==> src/rtl/core/sblc_pkg.sv <==
// types, sizes and codes shared by the size-budgeted lru tracker
`default_nettype none

package sblc_pkg;

    localparam int SLOTS  = 16;
    localparam int IDX_W  = $clog2(SLOTS);
    localparam int CNT_W  = $clog2(SLOTS + 1);
    localparam int KEY_W  = 16;
    localparam int SIZE_W = 32;
    localparam int EVC_W  = 5;
    localparam int DATA_W = 32;
    localparam int ADDR_W = 3;

    localparam logic [DATA_W-1:0] BUDGET_RST = 32'd65536;

    // register index, taken from paddr above the byte offset
    localparam logic REG_BUDGET = 1'b0;

    typedef struct packed {
        logic [KEY_W-1:0]  item_key;
        logic [SIZE_W-1:0] item_size;
    } req_t;

    typedef struct packed {
        logic              hit;
        logic              stored;
        logic [EVC_W-1:0]  evicted_count;
        logic [SIZE_W-1:0] bytes_in_use;
    } rsp_t;

    // one slot of the table
    typedef struct packed {
        logic [KEY_W-1:0]  key;
        logic [SIZE_W-1:0] size;
        logic [IDX_W-1:0]  rank;
    } slot_t;

    // victim list entry, addressed by recency rank
    typedef struct packed {
        logic [IDX_W-1:0]  slot;
        logic [SIZE_W-1:0] size;
    } victim_t;

    typedef enum logic [2:0] {
        ST_IDLE,
        ST_LOOKUP,
        ST_DECIDE,
        ST_EVICT_CHK,
        ST_EVICT_APPLY,
        ST_UPDATE,
        ST_INSERT,
        ST_RESULT
    } state_t;

endpackage

`default_nettype wire

==> src/rtl/core/sblc_ram.sv <==
// generic simple dual-port ram with registered read
`default_nettype none

module sblc_ram #(
    parameter int WIDTH = 8,
    parameter int DEPTH = 16
) (
    input  logic                     clk,
    input  logic                     we,
    input  logic [$clog2(DEPTH)-1:0] waddr,
    input  logic [WIDTH-1:0]         wdata,
    input  logic                     re,
    input  logic [$clog2(DEPTH)-1:0] raddr,
    output logic [WIDTH-1:0]         rdata
);

    logic [WIDTH-1:0] mem [DEPTH];

    always_ff @(posedge clk)
    begin
        if (we)
        begin
            mem[waddr] <= wdata;
        end
        if (re)
        begin
            rdata <= mem[raddr];
        end
    end

endmodule

`default_nettype wire

==> src/rtl/core/size_budget_lru_cache_tracker_top.sv <==
// top level of the size-budgeted lru cache tracker
//
//  channel   | direction | handshake                  | payload
//  ----------+-----------+----------------------------+------------------------------
//  request   | in        | req_valid / req_stall      | req_t: item_key, item_size
//  response  | out       | rsp_valid / rsp_stall      | rsp_t: hit, stored, count, bytes
//  config    | in        | apb psel/penable/pwrite    | memory_budget at byte address 0
//
//  one item at a time; the work per item is set by the slot table sweeps and by evictions,
//  and the sweeps read one entry per cycle through one read port
//  reset clears valid bits, fill count and bytes in use and sets the budget to 65536; the ram needs no clear
//  the response register holds a finished item while the next request is accepted
//  a stalled response only delays the return to idle after the next item's work
`default_nettype none

module size_budget_lru_cache_tracker_top (
    input  logic                         clk,
    input  logic                         rst_n,
    // configuration
    input  logic                         psel,
    input  logic                         penable,
    input  logic                         pwrite,
    input  logic [sblc_pkg::ADDR_W-1:0]  paddr,
    input  logic [sblc_pkg::DATA_W-1:0]  pwdata,
    output logic [sblc_pkg::DATA_W-1:0]  prdata,
    output logic                         pready,
    // requests
    input  logic                         req_valid,
    output logic                         req_stall,
    input  sblc_pkg::req_t               req,
    // responses
    output logic                         rsp_valid,
    input  logic                         rsp_stall,
    output sblc_pkg::rsp_t               rsp
);

    localparam int IDX_W = sblc_pkg::IDX_W;
    localparam int CNT_W = sblc_pkg::CNT_W;

    // ------------------------------------------------------------------
    // state
    // ------------------------------------------------------------------
    sblc_pkg::state_t state_reg, state_next;

    // budget register
    logic [sblc_pkg::DATA_W-1:0] budget_reg, budget_next;

    // per-slot valid bits, fill count and bytes in use live in flops, slot entries in ram
    logic [sblc_pkg::SLOTS-1:0] valid_reg, valid_next;
    logic [CNT_W-1:0]           cnt_reg, cnt_next;
    logic [sblc_pkg::SIZE_W-1:0] used_reg, used_next;

    // item being worked on
    logic [sblc_pkg::KEY_W-1:0]  key_reg, key_next;
    logic [sblc_pkg::SIZE_W-1:0] size_reg, size_next;
    logic                        found_reg, found_next;
    logic [IDX_W-1:0]            found_idx_reg, found_idx_next;
    logic [IDX_W-1:0]            found_rank_reg, found_rank_next;
    logic [IDX_W-1:0]            free_idx_reg, free_idx_next;
    logic                        stored_reg, stored_next;
    logic [sblc_pkg::EVC_W-1:0]  evicted_reg, evicted_next;

    // sweep pointer and read pipeline tag
    logic [CNT_W-1:0] ptr_reg, ptr_next;
    logic             pipe_vld_reg, pipe_vld_next;
    logic [IDX_W-1:0] pipe_idx_reg, pipe_idx_next;

    // response register
    logic           rsp_valid_reg, rsp_valid_next;
    sblc_pkg::rsp_t rsp_reg, rsp_next;

    // ------------------------------------------------------------------
    // memories: slot table by slot index, victim list by recency rank
    // ------------------------------------------------------------------
    logic              slot_re, slot_we;
    logic [IDX_W-1:0]  slot_raddr, slot_waddr;
    sblc_pkg::slot_t   slot_rdata, slot_wdata;

    logic              vic_re, vic_we;
    logic [IDX_W-1:0]  vic_raddr, vic_waddr;
    sblc_pkg::victim_t vic_rdata, vic_wdata;

    sblc_ram #(
        .WIDTH ($bits(sblc_pkg::slot_t)),
        .DEPTH (sblc_pkg::SLOTS)
    ) u_slot_ram (
        .clk   (clk),
        .we    (slot_we),
        .waddr (slot_waddr),
        .wdata (slot_wdata),
        .re    (slot_re),
        .raddr (slot_raddr),
        .rdata (slot_rdata)
    );

    sblc_ram #(
        .WIDTH ($bits(sblc_pkg::victim_t)),
        .DEPTH (sblc_pkg::SLOTS)
    ) u_victim_ram (
        .clk   (clk),
        .we    (vic_we),
        .waddr (vic_waddr),
        .wdata (vic_wdata),
        .re    (vic_re),
        .raddr (vic_raddr),
        .rdata (vic_rdata)
    );

    // ------------------------------------------------------------------
    // shared helpers
    // ------------------------------------------------------------------
    logic                          sweeping;
    logic                          sweep_issue;
    logic                          sweep_last;
    logic [sblc_pkg::SIZE_W:0]     need_sum;
    logic                          over_budget;
    logic                          evict_go;
    logic [CNT_W-1:0]              cnt_dec;
    logic [IDX_W-1:0]              first_free;
    logic                          rsp_free;

    assign sweeping    = (state_reg == sblc_pkg::ST_LOOKUP) ||
                         (state_reg == sblc_pkg::ST_UPDATE) ||
                         (state_reg == sblc_pkg::ST_INSERT);
    assign sweep_issue = sweeping && (ptr_reg != CNT_W'(sblc_pkg::SLOTS));
    assign sweep_last  = pipe_vld_reg && (pipe_idx_reg == IDX_W'(sblc_pkg::SLOTS - 1));

    // 33-bit sum so the fit test never wraps
    assign need_sum    = {1'b0, used_reg} + {1'b0, size_reg};
    assign over_budget = need_sum > {1'b0, budget_reg};

    // evict while the item does not fit, then once more if every slot is taken
    assign evict_go = (over_budget && (cnt_reg != '0)) ||
                      (cnt_reg == CNT_W'(sblc_pkg::SLOTS));
    assign cnt_dec  = cnt_reg - CNT_W'(1);

    assign rsp_free = !rsp_valid_reg || !rsp_stall;

    // lowest-numbered empty slot
    always_comb
    begin
        first_free = '0;
        for (int i = sblc_pkg::SLOTS - 1; i >= 0; i--)
        begin
            if (!valid_reg[i])
            begin
                first_free = IDX_W'(i);
            end
        end
    end

    // ------------------------------------------------------------------
    // configuration port
    // ------------------------------------------------------------------
    assign pready = 1'b1;
    assign prdata = (paddr[sblc_pkg::ADDR_W-1] == sblc_pkg::REG_BUDGET) ? budget_reg : '0;

    always_comb
    begin
        budget_next = budget_reg;
        if (psel && penable && pwrite && pready &&
            (paddr[sblc_pkg::ADDR_W-1] == sblc_pkg::REG_BUDGET))
        begin
            budget_next = pwdata;
        end
    end

    // ------------------------------------------------------------------
    // next state
    // ------------------------------------------------------------------
    always_comb
    begin
        state_next = state_reg;
        case (state_reg)
            sblc_pkg::ST_IDLE:
            begin
                if (req_valid)
                begin
                    state_next = sblc_pkg::ST_LOOKUP;
                end
            end
            sblc_pkg::ST_LOOKUP:
            begin
                if (sweep_last)
                begin
                    state_next = sblc_pkg::ST_DECIDE;
                end
            end
            sblc_pkg::ST_DECIDE:
            begin
                if (found_reg)
                begin
                    state_next = sblc_pkg::ST_UPDATE;
                end
                else if (size_reg > budget_reg)
                begin
                    state_next = sblc_pkg::ST_RESULT;
                end
                else
                begin
                    state_next = sblc_pkg::ST_EVICT_CHK;
                end
            end
            sblc_pkg::ST_EVICT_CHK:
            begin
                if (evict_go)
                begin
                    state_next = sblc_pkg::ST_EVICT_APPLY;
                end
                else
                begin
                    state_next = sblc_pkg::ST_INSERT;
                end
            end
            sblc_pkg::ST_EVICT_APPLY:
            begin
                state_next = sblc_pkg::ST_EVICT_CHK;
            end
            sblc_pkg::ST_UPDATE,
            sblc_pkg::ST_INSERT:
            begin
                if (sweep_last)
                begin
                    state_next = sblc_pkg::ST_RESULT;
                end
            end
            sblc_pkg::ST_RESULT:
            begin
                if (rsp_free)
                begin
                    state_next = sblc_pkg::ST_IDLE;
                end
            end
            default:
            begin
                state_next = sblc_pkg::ST_IDLE;
            end
        endcase
    end

    // ------------------------------------------------------------------
    // outputs and datapath
    // ------------------------------------------------------------------
    assign req_stall = (state_reg != sblc_pkg::ST_IDLE);
    assign rsp_valid = rsp_valid_reg;
    assign rsp       = rsp_reg;

    always_comb
    begin
        // memory defaults: sweep reads at the pointer, writes back the tagged entry
        slot_re    = sweep_issue;
        slot_raddr = ptr_reg[IDX_W-1:0];
        slot_we    = 1'b0;
        slot_waddr = pipe_idx_reg;
        slot_wdata = slot_rdata;

        vic_re         = 1'b0;
        vic_raddr      = cnt_dec[IDX_W-1:0];
        vic_we         = 1'b0;
        vic_waddr      = slot_rdata.rank;
        vic_wdata.slot = pipe_idx_reg;
        vic_wdata.size = slot_rdata.size;

        ptr_next      = sweep_issue ? (ptr_reg + CNT_W'(1)) : ptr_reg;
        pipe_vld_next = sweep_issue;
        pipe_idx_next = ptr_reg[IDX_W-1:0];

        valid_next      = valid_reg;
        cnt_next        = cnt_reg;
        used_next       = used_reg;
        key_next        = key_reg;
        size_next       = size_reg;
        found_next      = found_reg;
        found_idx_next  = found_idx_reg;
        found_rank_next = found_rank_reg;
        free_idx_next   = free_idx_reg;
        stored_next     = stored_reg;
        evicted_next    = evicted_reg;

        rsp_valid_next = rsp_valid_reg && rsp_stall;
        rsp_next       = rsp_reg;

        if (sweep_last)
        begin
            ptr_next = '0;
        end

        case (state_reg)
            sblc_pkg::ST_IDLE:
            begin
                if (req_valid)
                begin
                    key_next     = req.item_key;
                    size_next    = req.item_size;
                    found_next   = 1'b0;
                    stored_next  = 1'b0;
                    evicted_next = '0;
                end
            end
            sblc_pkg::ST_LOOKUP:
            begin
                // compare keys and build the rank-ordered victim list
                if (pipe_vld_reg && valid_reg[pipe_idx_reg])
                begin
                    vic_we = 1'b1;
                    if (!found_reg && (slot_rdata.key == key_reg))
                    begin
                        found_next      = 1'b1;
                        found_idx_next  = pipe_idx_reg;
                        found_rank_next = slot_rdata.rank;
                    end
                end
            end
            sblc_pkg::ST_DECIDE:
            begin
            end
            sblc_pkg::ST_EVICT_CHK:
            begin
                // least recent entry has rank cnt-1
                if (evict_go)
                begin
                    vic_re = 1'b1;
                end
                else
                begin
                    free_idx_next = first_free;
                end
            end
            sblc_pkg::ST_EVICT_APPLY:
            begin
                valid_next[vic_rdata.slot] = 1'b0;
                used_next    = used_reg - vic_rdata.size;
                cnt_next     = cnt_dec;
                evicted_next = evicted_reg + sblc_pkg::EVC_W'(1);
            end
            sblc_pkg::ST_UPDATE:
            begin
                // hit: entry goes to rank 0, more recent ones age by one
                if (pipe_vld_reg)
                begin
                    if (pipe_idx_reg == found_idx_reg)
                    begin
                        slot_we         = 1'b1;
                        slot_wdata.rank = '0;
                    end
                    else if (valid_reg[pipe_idx_reg] && (slot_rdata.rank < found_rank_reg))
                    begin
                        slot_we         = 1'b1;
                        slot_wdata.rank = slot_rdata.rank + IDX_W'(1);
                    end
                end
                if (sweep_last)
                begin
                    stored_next = 1'b1;
                end
            end
            sblc_pkg::ST_INSERT:
            begin
                // insert: new entry at rank 0, all others age by one
                if (pipe_vld_reg)
                begin
                    if (pipe_idx_reg == free_idx_reg)
                    begin
                        slot_we         = 1'b1;
                        slot_wdata.key  = key_reg;
                        slot_wdata.size = size_reg;
                        slot_wdata.rank = '0;
                    end
                    else if (valid_reg[pipe_idx_reg])
                    begin
                        slot_we         = 1'b1;
                        slot_wdata.rank = slot_rdata.rank + IDX_W'(1);
                    end
                end
                if (sweep_last)
                begin
                    valid_next[free_idx_reg] = 1'b1;
                    used_next   = used_reg + size_reg;
                    cnt_next    = cnt_reg + CNT_W'(1);
                    stored_next = 1'b1;
                end
            end
            sblc_pkg::ST_RESULT:
            begin
                if (rsp_free)
                begin
                    rsp_valid_next         = 1'b1;
                    rsp_next.hit           = found_reg;
                    rsp_next.stored        = stored_reg;
                    rsp_next.evicted_count = evicted_reg;
                    rsp_next.bytes_in_use  = used_reg;
                end
            end
            default:
            begin
            end
        endcase
    end

    // ------------------------------------------------------------------
    // registers
    // ------------------------------------------------------------------
    always_ff @(posedge clk or negedge rst_n)
    begin
        if (!rst_n)
        begin
            state_reg     <= sblc_pkg::ST_IDLE;
            budget_reg    <= sblc_pkg::BUDGET_RST;
            valid_reg     <= '0;
            cnt_reg       <= '0;
            used_reg      <= '0;
            found_reg     <= 1'b0;
            stored_reg    <= 1'b0;
            evicted_reg   <= '0;
            ptr_reg       <= '0;
            pipe_vld_reg  <= 1'b0;
            rsp_valid_reg <= 1'b0;
        end
        else
        begin
            state_reg     <= state_next;
            budget_reg    <= budget_next;
            valid_reg     <= valid_next;
            cnt_reg       <= cnt_next;
            used_reg      <= used_next;
            found_reg     <= found_next;
            stored_reg    <= stored_next;
            evicted_reg   <= evicted_next;
            ptr_reg       <= ptr_next;
            pipe_vld_reg  <= pipe_vld_next;
            rsp_valid_reg <= rsp_valid_next;
        end
    end

    // payload registers
    always_ff @(posedge clk)
    begin
        key_reg        <= key_next;
        size_reg       <= size_next;
        found_idx_reg  <= found_idx_next;
        found_rank_reg <= found_rank_next;
        free_idx_reg   <= free_idx_next;
        pipe_idx_reg   <= pipe_idx_next;
        rsp_reg        <= rsp_next;
    end

`ifndef NO_ASSERTIONS
    // fill count tracks the valid bits
    a_cnt_matches_valid: assert property (@(posedge clk) disable iff (!rst_n)
        cnt_reg == CNT_W'($countones(valid_reg)))
        else $error("fill count does not match valid bits");

    // the victim list entry read for an eviction names a live slot
    a_victim_live: assert property (@(posedge clk) disable iff (!rst_n)
        (state_reg == sblc_pkg::ST_EVICT_APPLY) |-> valid_reg[vic_rdata.slot])
        else $error("eviction of an empty slot");

    // insertion only into an empty slot with room left
    a_insert_free: assert property (@(posedge clk) disable iff (!rst_n)
        (state_reg == sblc_pkg::ST_INSERT) |->
            (!valid_reg[free_idx_reg] && (cnt_reg != CNT_W'(sblc_pkg::SLOTS))))
        else $error("insert target is occupied");

    // a hit stores and evicts nothing
    a_hit_no_evict: assert property (@(posedge clk) disable iff (!rst_n)
        (rsp_valid_reg && rsp_reg.hit) |-> (rsp_reg.stored && (rsp_reg.evicted_count == '0)))
        else $error("hit reported with evictions");
`endif

endmodule

`default_nettype wire
==> config.mk <==
export PLATFORM = sky130hd
export DESIGN_NAME = size_budget_lru_cache_tracker_top
export DESIGN_NICKNAME = d
export VERILOG_FILES = /design/src/rtl/core/sblc_pkg.sv /design/src/rtl/core/sblc_ram.sv /design/src/rtl/core/size_budget_lru_cache_tracker_top.sv
export SDC_FILE = /design/constraint.sdc
export NUM_CORES = 2
export LEC_CHECK = 0
export ABC_AREA = 1
export BUFFER_PORTS_ARGS = -buffer_cell sky130_fd_sc_hd__buf_2
export CORE_MARGIN = 2
export CORE_UTILIZATION = 55
export DETAILED_ROUTE_END_ITERATION = 8
export PLACE_DENSITY = 0.71
export SLEW_MARGIN = 5
export SYNTH_ARGS = -nofsm -noshare
export SYNTH_HDL_FRONTEND = slang
export SYNTH_SLANG_ARGS = --single-unit
==> constraint.sdc <==
create_clock -name clk -period 14.6 [get_ports clk]
set_input_delay 0 -clock clk [delete_from_list [all_inputs] [get_ports clk]]
set_output_delay 0 -clock clk [all_outputs]
set_load 0.01 [all_outputs]
==> results.md <==
Yosys:
- The count of yosys warnings during synthesis is 0.
- The synthesized netlist contains 66 unique library cells.
- The dominant register cell in the synthesized netlist is sky130_fd_sc_hd__edfxtp_1.
- After synthesis, the largest area contributor takes up 66.7% of total cell area.
- The mean instance size in the synthesized netlist is 12.3 sq um.
- Counting every instance in the synthesized netlist gives 5847.
- By area the synthesized netlist is led by sky130_fd_sc_hd__edfxtp_1, sky130_fd_sc_hd__o21ai_0, sky130_fd_sc_hd__nor2_1.
- The share of async-settable or async-resettable flops after synthesis is 6.00%.
- By count the netlist is led by sky130_fd_sc_hd__edfxtp_1, sky130_fd_sc_hd__nor2_1, sky130_fd_sc_hd__o21ai_0.
- The dominant cell by count in the synthesized netlist is sky130_fd_sc_hd__edfxtp_1.
- The number of flip-flops and latches in the synthesized netlist is 1701.
- Summed over all instances, the cell type with the most area after synthesis is sky130_fd_sc_hd__edfxtp_1.
- The number of nets in the synthesized netlist is 6079.
- In this run, synthesis inferred 1595 flip-flops with an integrated enable.
- The post-synthesis cell area is 71800 sq um.
- After synthesis, flip-flops and latches occupy 70.4% of the total area.

Worst setup path:
- STA classifies the critical path endpoint as a flop.
- The highest net fanout along the worst path is 36.
- The category of the most critical setup path is reg2reg.
- The slack of the worst reg-to-reg path is 9.59 ns.
- The kind of start point of the critical path is a flop.
- Data arrives at the worst endpoint at 5.46 ns.
- For the worst setup path, the data required time is 15.05 ns.

Pwr:
- The cell area power density is 210 nW/um^2.
- The power spent charging and discharging nets is 0.00666 W.
- The share of power burned in registers is 41.3%.
- Net switching is 38.8% of the power.
- The share of total power dissipated in combinational logic is 35.7%.
- Internal power comes to 0.0105 W.
- For this design the static power due to leakage is 28.9 nW.
- The largest vdd supply drop is 187 uV.
- The relative contribution of the clock network to total power is 23.0%.

Drt:
- The via count of the routed design is 49000.
- Once detail routing completed, the nets flagged for antenna violations numbered 0.
- For this block, the routed nets add up to 194000 um of wire.
- The first routing iteration left 5790 violations.
- Using the TritonRoute via totals, the vias-per-cell ratio works out to 6.07.
- The average detailed-routed wire length per instance is 24.0 um.
- The number of detailed-route iterations in the first pass is 6.
- For this run, design rule violations remaining after detail routing come to 0.

Cells and area:
- Summing all multi-input logic gate instances after layout gives 19400 sq um.
- Across the whole layout, storage elements account for 50500 sq um.
- Cells with a size suffix above 1 make up 9.30% of the layout.
- The register with the most flip-flops in the final layout is u_slot_ram.mem.
- The flip-flop count of the largest register after layout is 832.
- The largest registers in the layout are u_slot_ram.mem (832), u_victim_ram.mem (576), u_slot_ram.rdata (52).
- The number of nets in the final layout is 6431.
- Relative to the synthesized area, the layout overhead comes to 14.1%.
- The layout filler cell count is 9535.

Placed design:
- Buffers placed on the I/O ports in this run total 160.
- Detailed placement ended at an HPWL of 103000 um.
- The congestion estimate from routability-driven global placement came to 0.920.
- Timing analysis after detailed placement gives a worst setup slack of 9.72 ns.

Job:
- Across the run, the number of max-cap violations was 0.

STA:
- The sum of negative setup slack is 0 ns.
- After layout, the worst setup slack is 9.59 ns.
- The setup skew after layout is 0.0237 ns.
- For the pin with the worst max-slew slack, the measured transition is 1.21 ns.
- The number of pins exceeding their max-slew limit in the final report came to 0.
- The worst path needs 5.01 ns of the cycle, external delays included.
- The worst path uses 34.3% of the clock period.
- The number of endpoints failing setup at the final stage is 0.
- The relative slew slack is 19.4%.
- Based on the critical path, the design can be clocked at up to 200 MHz.
- Setup repair after global routing left no endpoint under its margin.
- The final hold violation count is 0.

Floorplanning:
- The die is 365 um wide.
- The total I/O pin count is 164.
- The initial core utilization is 55.4%.
- The core region is 129000 sq um.
- The die covers 133000 sq um.
- After floorplanning, the core was divided into 132 placement rows.
- The height of the die is 365 um.

Clock network:
- For this design, the sink count on the clock tree is 1701.
- Buffers added to address setup during post-CTS repair amount to 0.
- The clock insertion delay at the later pin of the skew report is 0.80 ns.
- The maximum level of the CTS H-tree is 4.
- Counting along the longest clock path gives a buffer depth of 3.
- The number of buffers created by CTS is 165.
- The clock tree from TritonCTS is yes.
- Gates resized during post-CTS repair numbered 0.
- The tree is rooted in a sky130_fd_sc_hd__clkbuf_16.
- After clock tree synthesis, the clock-pin slew on the worst setup and hold paths is 0.06 ns.

Global routing:
- The sum of overflow across all layers after global routing is 0.
- The via count of the first global-routing pass is 46800.
- Entering global routing, the biggest net connects 181 pins.
- The number of antenna violations at the first check in global routing was 11.
- The first global-routing pass estimated 285000 um of wire.
- Across every metal layer, demand over resource in global routing totals 28.7%.

Outcome:
- The flow ran to the end, and the final reports show no timing, DRC or antenna violations.

Worst hold path:
- The path class of the tightest hold or removal check is in2reg.
## metrics by stage
stage / total power, W / hold WS, ns / cells / util, % / cell area [sq um]
2_1_floorplan: 0.0111 / -0.296 / 5847 / - / 71800
3_3_place_gp: 0.0130 / 0.0875 / 7544 / 57.7 / 74700
3_5_place_dp: 0.0131 / 0.117 / 7544 / 57.7 / 74700
4_1_cts: 0.0171 / 0.0678 / 8076 / 63.3 / 81900
5_1_grt: 0.0181 / 0.117 / 8076 / 63.3 / 81900
6_report: 0.0172 / 0.126 / 8079 / 63.3 / 81900
## critical path, cell delays in order (launching register included)
cell and delay [ns]:
sky130_fd_sc_hd__edfxtp_1 0.71, sky130_fd_sc_hd__ha_1 0.51, sky130_fd_sc_hd__nand2_1 0.14, sky130_fd_sc_hd__nor4_1 0.58, sky130_fd_sc_hd__nand3_1 0.16, sky130_fd_sc_hd__nand3_1 0.23
sky130_fd_sc_hd__nand2_1 0.08, sky130_fd_sc_hd__o211ai_1 0.14, sky130_fd_sc_hd__xor2_1 0.12, sky130_fd_sc_hd__ha_1 0.29, sky130_fd_sc_hd__nand2_1 0.05, sky130_fd_sc_hd__nor2_1 0.32
sky130_fd_sc_hd__nand4_1 0.27, sky130_fd_sc_hd__nor2_1 0.28, sky130_fd_sc_hd__nand3_1 0.12, sky130_fd_sc_hd__nand2_1 0.07, sky130_fd_sc_hd__inv_1 0.04, sky130_fd_sc_hd__nand2_1 0.11
sky130_fd_sc_hd__a21boi_4 0.06, sky130_fd_sc_hd__buf_4 0.31
## power groups by stage
| stage | clock network, W | logic, W | registers, W |
|---|---|---|---|
| 2_1_floorplan | 0 | 0.00428 | 0.00679 |
| 3_3_place_gp | 0 | 0.00583 | 0.00715 |
| 3_5_place_dp | 0 | 0.00597 | 0.00716 |
| 4_1_cts | 0.00399 | 0.00606 | 0.00707 |
| 5_1_grt | 0.00419 | 0.00679 | 0.00712 |
| 6_report | 0.00395 | 0.00614 | 0.00709 |
## final cells by class
| type | instances | share of cell area, % |
|---|---|---|
| Clock inverter | 84 | 0.605 |
| Sequential cell | 1701 | 61.7 |
| Timing Repair Buffer | 494 | 4.79 |
| Antenna cell | 3 | 0.00916 |
| Multi-Input combinational cell | 3585 | 23.7 |
| Clock buffer | 218 | 5.41 |
| Tap cell | 1742 | 2.66 |
| Inverter | 252 | 1.18 |
## cell families after synthesis
group	after synthesis	synth area share (%)
muxes	95	1.35
buffers and inverters	561	3.07
and+or+nand+nor	1837	10.5
adders and majority gates	142	2.50
other	1	0.00522
xor gates and xnor gates	87	1.06
DFF	1701	70.4
AOI/OAI and AO/OA	1423	11.2
## path summary, 6_finish.rpt
check                                from                    end  cells after the start
hold reg to reg            evicted_reg[4]                rsp[36]                      0
max in group asynchronous           rst_n             cnt_reg[0]                      4
setup reg to reg             size_reg[18]  u_victim_ram.rdata[5]                     19
min in group asynchronous           rst_n         budget_reg[16]                      3
setup / recovery             size_reg[18]  u_victim_ram.rdata[5]                     19
hold / removal                  rsp_stall                rsp[38]                      3
## per-layer routing
layer	part of all wire [%]	GRT usage (%)
met5	0.027	0
met1	39	38.7
met3	9.3	5.23
met2	48	46.4
met4	3.9	11.9
## cell usage in the layout, fill, tap and decap left out, types with 25 or more instances in the layout
cell type                          n
sky130_fd_sc_hd__clkinv_2         25
sky130_fd_sc_hd__nand2_1         573
sky130_fd_sc_hd__o221ai_1         41
sky130_fd_sc_hd__a21oi_1         148
sky130_fd_sc_hd__buf_2           159
sky130_fd_sc_hd__o32ai_1          36
sky130_fd_sc_hd__inv_1           236
sky130_fd_sc_hd__buf_4           103
sky130_fd_sc_hd__mux2i_1          82
sky130_fd_sc_hd__o21ai_1          26
sky130_fd_sc_hd__nor3_1           55
sky130_fd_sc_hd__dlygate4sd3_1   229
sky130_fd_sc_hd__ha_1            139
sky130_fd_sc_hd__nor2_1          958
sky130_fd_sc_hd__nand4_1          76
sky130_fd_sc_hd__o22ai_1         292
sky130_fd_sc_hd__clkbuf_1         47
sky130_fd_sc_hd__dfrtp_1          98
sky130_fd_sc_hd__clkbuf_16       169
sky130_fd_sc_hd__o21ai_0         793
sky130_fd_sc_hd__clkinv_1         47
sky130_fd_sc_hd__edfxtp_1       1595
sky130_fd_sc_hd__xor2_1           52
sky130_fd_sc_hd__nand3_1          84
sky130_fd_sc_hd__xnor2_1          33
## what timing repair did
item | CTS | global route
hold endpoints to repair | 192 | 0
hold buffers | 230 | 0
setup endpoints to repair | 0 | 0
(Power assumes the default switching activity.)
